<file path="src/hdl/fsc_pkg.sv">
// ----------------------------------------------------------------------------
// fsc_pkg
// Shared types, character codes and small lookup functions for the
// position string syntax checker.
// ----------------------------------------------------------------------------
`default_nettype none

package fsc_pkg;

   localparam int unsigned CH_WIDTH = 8;

   typedef logic [CH_WIDTH-1:0] ch_type;

   // Which space-separated field of the string is being parsed.
   typedef enum logic [2:0] {
      FLD_BOARD    = 3'd0,
      FLD_TURN     = 3'd1,
      FLD_CASTLE   = 3'd2,
      FLD_EP       = 3'd3,
      FLD_HALFMOVE = 3'd4,
      FLD_FULLMOVE = 3'd5,
      FLD_TAIL     = 3'd6
   } field_type;

   // Per-beat control handed from the top level to the checking units.
   typedef struct packed {
      logic take;    // a non-space byte is consumed
      logic finish;  // the current token ends on this beat
      logic clear;   // the string ends on this beat
   } step_type;

   localparam ch_type CH_SPACE = 8'h20;
   localparam ch_type CH_SLASH = 8'h2F;
   localparam ch_type CH_DASH  = 8'h2D;
   localparam ch_type CH_ZERO  = 8'h30;
   localparam ch_type CH_ONE   = 8'h31;
   localparam ch_type CH_THREE = 8'h33;
   localparam ch_type CH_SIX   = 8'h36;
   localparam ch_type CH_EIGHT = 8'h38;
   localparam ch_type CH_NINE  = 8'h39;
   localparam ch_type CH_LO_A  = 8'h61;
   localparam ch_type CH_LO_H  = 8'h68;
   localparam ch_type CH_LO_W  = 8'h77;
   localparam ch_type CH_LO_B  = 8'h62;
   localparam ch_type CH_LO_K  = 8'h6B;
   localparam ch_type CH_LO_Q  = 8'h71;
   localparam ch_type CH_LO_R  = 8'h72;
   localparam ch_type CH_LO_N  = 8'h6E;
   localparam ch_type CH_LO_P  = 8'h70;
   localparam ch_type CH_UP_K  = 8'h4B;
   localparam ch_type CH_UP_Q  = 8'h51;
   localparam ch_type CH_UP_R  = 8'h52;
   localparam ch_type CH_UP_N  = 8'h4E;
   localparam ch_type CH_UP_B  = 8'h42;
   localparam ch_type CH_UP_P  = 8'h50;

   localparam logic [3:0] RANK_FULL    = 4'd8;
   localparam logic [3:0] RANK_SAT     = 4'd9;
   localparam logic [3:0] SLASH_NEEDED = 4'd7;
   localparam logic [3:0] SLASH_SAT    = 4'd8;
   localparam logic [1:0] KING_SAT     = 2'd2;
   localparam logic [3:0] TOKEN_SAT    = 4'd10;
   localparam logic [3:0] CLOCK_MAX    = 4'd9;

   function automatic logic is_piece(input ch_type c);
      logic hit;
      case (c)
         CH_LO_R, CH_LO_N, CH_LO_B, CH_LO_Q, CH_LO_K, CH_LO_P,
         CH_UP_R, CH_UP_N, CH_UP_B, CH_UP_Q, CH_UP_K, CH_UP_P: hit = 1'b1;
         default: hit = 1'b0;
      endcase
      return hit;
   endfunction

   function automatic logic [3:0] castle_bit(input ch_type c);
      logic [3:0] bit_mask;
      case (c)
         CH_UP_K: bit_mask = 4'b0001;
         CH_UP_Q: bit_mask = 4'b0010;
         CH_LO_K: bit_mask = 4'b0100;
         CH_LO_Q: bit_mask = 4'b1000;
         default: bit_mask = 4'b0000;
      endcase
      return bit_mask;
   endfunction

endpackage

`default_nettype wire

</file>
<file path="src/hdl/fsc_fields.sv">
// ----------------------------------------------------------------------------
// fsc_fields
// Checker for the fields after the board: turn, castling, en passant and
// the two move clocks.
// ----------------------------------------------------------------------------
`default_nettype none

module fsc_fields (
   input  wire logic              clock,
   input  wire logic              reset,
   input  wire fsc_pkg::step_type  step,
   input  wire fsc_pkg::field_type field,
   input  wire fsc_pkg::ch_type    ch,
   output logic                    bad
);
   import fsc_pkg::*;

   logic [3:0] len_ff, len_in, len_t;
   ch_type     first_ff, first_in, first_t;
   logic [3:0] castle_ff, castle_in, castle_t;
   logic       nonzero_ff, nonzero_in, nonzero_t;
   logic [3:0] cbit;
   logic       counts;
   logic       char_bad;
   logic       end_bad;

   assign cbit   = castle_bit(ch);
   assign counts = step.take && field != FLD_BOARD && field != FLD_TAIL;

   always_comb begin
      castle_t  = castle_ff;
      nonzero_t = nonzero_ff;
      char_bad  = 1'b0;
      if (counts) begin
         case (field)
            FLD_CASTLE: begin
               if (ch == CH_DASH) begin
                  char_bad = (len_ff != '0);
               end else if (len_ff != '0 && first_ff == CH_DASH) begin
                  char_bad = 1'b1;
               end else begin
                  char_bad = (cbit == '0) || ((castle_ff & cbit) != '0);
                  castle_t = castle_ff | cbit;
               end
            end
            FLD_EP: begin
               // The first byte was stored on the previous beat of this token.
               if (len_ff == 4'd1) begin
                  char_bad = first_ff < CH_LO_A || first_ff > CH_LO_H ||
                             (ch != CH_THREE && ch != CH_SIX);
               end else if (len_ff >= 4'd2) begin
                  char_bad = 1'b1;
               end
            end
            FLD_HALFMOVE, FLD_FULLMOVE: begin
               char_bad = ch < CH_ZERO || ch > CH_NINE;
               if (field == FLD_FULLMOVE && ch != CH_ZERO) nonzero_t = 1'b1;
            end
            default: begin
               char_bad = 1'b0;
            end
         endcase
      end
   end

   always_comb begin
      len_t   = len_ff;
      first_t = first_ff;
      if (counts) begin
         if (len_ff == '0) first_t = ch;
         if (len_ff < TOKEN_SAT) len_t = len_ff + 4'd1;
      end
   end

   always_comb begin
      end_bad = 1'b0;
      if (step.finish) begin
         case (field)
            FLD_TURN:
               end_bad = len_t != 4'd1 || (first_t != CH_LO_W && first_t != CH_LO_B);
            FLD_EP:
               end_bad = len_t == '0 || (len_t == 4'd1 && first_t != CH_DASH);
            FLD_HALFMOVE:
               end_bad = len_t == '0 || len_t > CLOCK_MAX;
            FLD_FULLMOVE:
               end_bad = len_t == '0 || len_t > CLOCK_MAX || !nonzero_t;
            default:
               end_bad = 1'b0;
         endcase
      end
   end

   assign bad = char_bad || end_bad;

   always_comb begin
      len_in     = len_t;
      first_in   = first_t;
      castle_in  = castle_t;
      nonzero_in = nonzero_t;
      if (step.finish || step.clear) begin
         len_in    = '0;
         first_in  = '0;
         castle_in = '0;
      end
      if (step.clear) nonzero_in = 1'b0;
   end

   always_ff @(posedge clock) begin
      if (reset) begin
         len_ff     <= '0;
         first_ff   <= '0;
         castle_ff  <= '0;
         nonzero_ff <= 1'b0;
      end else begin
         len_ff     <= len_in;
         first_ff   <= first_in;
         castle_ff  <= castle_in;
         nonzero_ff <= nonzero_in;
      end
   end

   a_len_bounded: assert property (@(posedge clock) disable iff (reset)
      len_ff <= TOKEN_SAT)
      else $error("token length beyond saturation");

   a_token_restart: assert property (@(posedge clock) disable iff (reset)
      (step.finish || step.clear) |=> (len_ff == '0 && castle_ff == '0))
      else $error("token state not cleared at token end");

   a_first_kept: assert property (@(posedge clock) disable iff (reset)
      (len_ff != '0 && !step.finish && !step.clear) |=> $stable(first_ff))
      else $error("first byte of token overwritten");

endmodule

`default_nettype wire

</file>
<file path="config.mk">
export PLATFORM = sky130hd
export DESIGN_NAME = fsc_fields
export DESIGN_NICKNAME = d
export VERILOG_FILES = /design/src/hdl/fsc_pkg.sv /design/src/hdl/fsc_fields.sv
export SDC_FILE = /design/constraint.sdc
export NUM_CORES = 1
export LEC_CHECK = 0
export BUFFER_PORTS_ARGS = -buffer_cell sky130_fd_sc_hd__buf_2
export CAP_MARGIN = 0
export CORE_MARGIN = 3
export CORE_UTILIZATION = 30
export CTS_CLUSTER_SIZE = 14
export DETAILED_ROUTE_END_ITERATION = 16
export GPL_ROUTABILITY_DRIVEN = 0
export SLEW_MARGIN = 30
export SYNTH_ARGS = -nofsm -noshare
export SYNTH_HDL_FRONTEND = slang
export SYNTH_SLANG_ARGS = --single-unit
</file>
<file path="constraint.sdc">
create_clock -name clock -period 3.7 [get_ports clock]
set_clock_uncertainty 0.15 [all_clocks]
set_input_delay 0.185 -clock clock [delete_from_list [all_inputs] [get_ports clock]]
set_output_delay 0.185 -clock clock [all_outputs]
set_load 0.05 [all_outputs]
</file>
==> results by group <==
Run status
  – Status: finished, final reports clean

Power and ir drop
  – Leak: 0.5225 nW
  – Power per cell area: 286.4 nW/um^2
  – Peak supply drop: 0.1590 mV

Finish
  – Final nets: 189
  – Area of the multi-input gates: 838.3 um^2
  – Proportion of layout cells with a drive suffix above 1: 16.67%
  – Fin util: 36.56%
  – Antenna Cells: 0
  – Layout area overhead: 12.70%
  – Sequential cell area: 340.3 um^2
  – Number of fill cells: 411

STA
  – Worst slew pin tran: 716.5 ps
  – Period Utilization, post-route: 72.86%
  – Fin crit period: 2696 ps
  – RSZ-0062 raised after global routing: no
  – Final setup viols: 0
  – Max transition margin: 52.09%
  – Final-report hold violation count: 0
  – Hold WS: 78.58 ps
  – Fmax: 370.9 MHz
  – Final slew viol count: 0
  – TNS Setup: 0 ps

Yosys
  – Post-Synth Simple-Gate Area: 29.23%
  – Mapped Nets: 175
  – Yosys cell types: 49
  – Synth Area in Compound Gates: 21.07%
  – Syn_area_per_cell: 8.008 um^2
  – Seq/Total Area, Yosys: 27.42%
  – Post-synthesis xor/xnor area fraction: 3.427%
  – Yosys reg bits: 17
  – Syn Inst Count: 155
  – Yosys top cell area share: 27.42%
  – Yosys warns: 0
  – Post-synth EDFFs: 0
  – Adder-Cell Fraction of Synth Area: 4.032%
  – Top-count cell post-synth: nor2_1
  – Largest area contributor in the netlist: dfxtp_1
  – Mux share of post-synthesis cell area: 9.778%
  – Asr flop ratio synth: 0%
  – Mapped cell area: 1241 um^2
  – Post-synth top flop: dfxtp_1
  – Largest family of logic cells by synthesized area: simple AND/OR/NAND/NOR gates
  – Top cells by area, synth: dfxtp_1 (27%), mux2i_1 (8.9%), nor2_1 (7.6%)
  – Synth cell count leaders: nor2_1 (25), dfxtp_1 (17), mux2i_1 (11)

Critical path
  – R2R depth: 8
  – CP Capture Type: output pin
  – Worst EP arrival: 2360 ps
  – WS Path Type: flip-flop to output pin
  – CP Data Required Time: 3370 ps
  – Setup crit start kind: flip-flop
  – R2r setup slk: 1740 ps
  – CP Max Fanout: 9

Route
  – Drt wl/cell: 13.67 um
  – DR iter-0 viols: 59
  – DRC violations left: 0
  – Final wirelength: 2.952 mm
  – Detail Route Antenna Nets: 0
  – Via count: 1158
  – Drt first pass iters: 4
  – DR vias/cell: 5.361

Floorplanning
  – Die Wd: 70.32 um
  – FP Rows: 22
  – Die area: 4945 um^2
  – Die height: 70.32 um
  – # IOs: 17
  – Starting Density: 32.44%
  – Area of the core: 3826 um^2

Clock tree
  – Cts repair resizes: 0
  – CTS HTree Levels: 1
  – Clock Latency Late Sink: 250 ps
  – Clock Sinks: 17
  – CTS root buf: clkbuf_8
  – Clk pin slew, worst setup/hold paths: 70 ps
  – Clk buf depth: 2
  – CTS tree: built
  – CTS Buf Count: 3

GRT
  – Global-route wire length before repair: 5.085 mm
  – GRT Overall Usage: 12.69%
  – Number of global-route vias before repair: 1072
  – Initial antenna violation count: 0
  – Largest net degree at the start of global routing: 17
  – Total grt overflow: 0

Hold path
  – Hold Crit Class: primary input to flip-flop
  – Hold Crit Depth: 3

Place
  – Hpwl dp: 2.245 mm
  – Port Buf Inserts: 16

Job
  – Number of max-cap violations: 0
[worst max-delay path, stage by stage, from the launching register on]
cell and delay, ps:
dfxtp_1 470, inv_1 110, ha_1 200, nor3b_4 160
nand2b_1 190, o2111ai_2 230, o221ai_1 180, and4_1 230
o211ai_1 70, buf_2 280
[metrics by stage]
step	power (W)	setup slack, ps	instance area, um^2	cells
after detailed placement	0.0002632	1282	1334	210
after floorplan	0.0002417	1099	1241	155
final	0.0004006	1004	1399	216
after global placement	0.0002636	1272	1334	210
after CTS	0.0004049	980.9	1399	216
after global routing	0.0004205	822.8	1399	216
[area by class of cell]
class	instances	share of cell area (%)
Multi-Input combinational cell	125	59.93
Sequential cell	17	24.33
Timing Repair Buffer	18	7.156
Tap cell	48	4.293
Clock buffer	4	3.220
Inverter	4	1.073
[cell families after synthesis]
logic type | Yosys count
AOI/OAI and AO/OA | 38
xor gates and xnor gates | 4
adders and majority gates | 4
buffers and inverters | 13
DFF | 17
muxes | 12
and+or+nand+nor | 67
[repair_timing]
| action | 4_1_cts | 5_1_grt |
|---|---|---|
| hold buffers | 2 | 0 |
| endpoints found under the hold margin | 1 | 0 |
| setup buffers | 0 | 0 |
[per-layer routing]
| metal | track usage (%) | vias up | wire length, um |
|---|---|---|---|
| li1 | - | 593 | - |
| met1 | 17.02 | 548 | 1443 |
| met2 | 19.33 | 13 | 1370 |
| met3 | 3.022 | 4 | 88 |
| met4 | 5.106 | 0 | 48 |
| met5 | 0 | - | 0 |
[power by group]
| group | total [W] | switching, W | internal, W |
|---|---|---|---|
| combinational | 0.0000730 | 0.0000441 | 0.0000288 |
| clock | 0.000140 | 0.0000638 | 0.0000765 |
| sequential | 0.000187 | 0.00000226 | 0.000185 |
[sequential cells by signal, indices dropped and copies added, names as in the netlist]
register,cells
first_ff,8
castle_ff,4
len_ff,4
nonzero_ff,1
[placed cells by master (no fill, tap or decap), types with 4 or more instances in the layout]
| cell type | instances |
|---|---|
| nand2_1 | 7 |
| dfxtp_1 | 17 |
| nor2b_1 | 4 |
| a21oi_1 | 8 |
| mux2i_1 | 11 |
| nor2_1 | 25 |
| ha_1 | 4 |
| o21ai_0 | 9 |
| nor3_1 | 6 |
| inv_1 | 4 |
| buf_2 | 16 |
[final timing paths]
check,start,to
max,len_ff[1],bad
min,ch[7],first_ff[7]
max reg2reg,len_ff[1],castle_ff[3]
min reg2reg,castle_ff[1],castle_ff[1]
(Power assumes the default switching activity.)
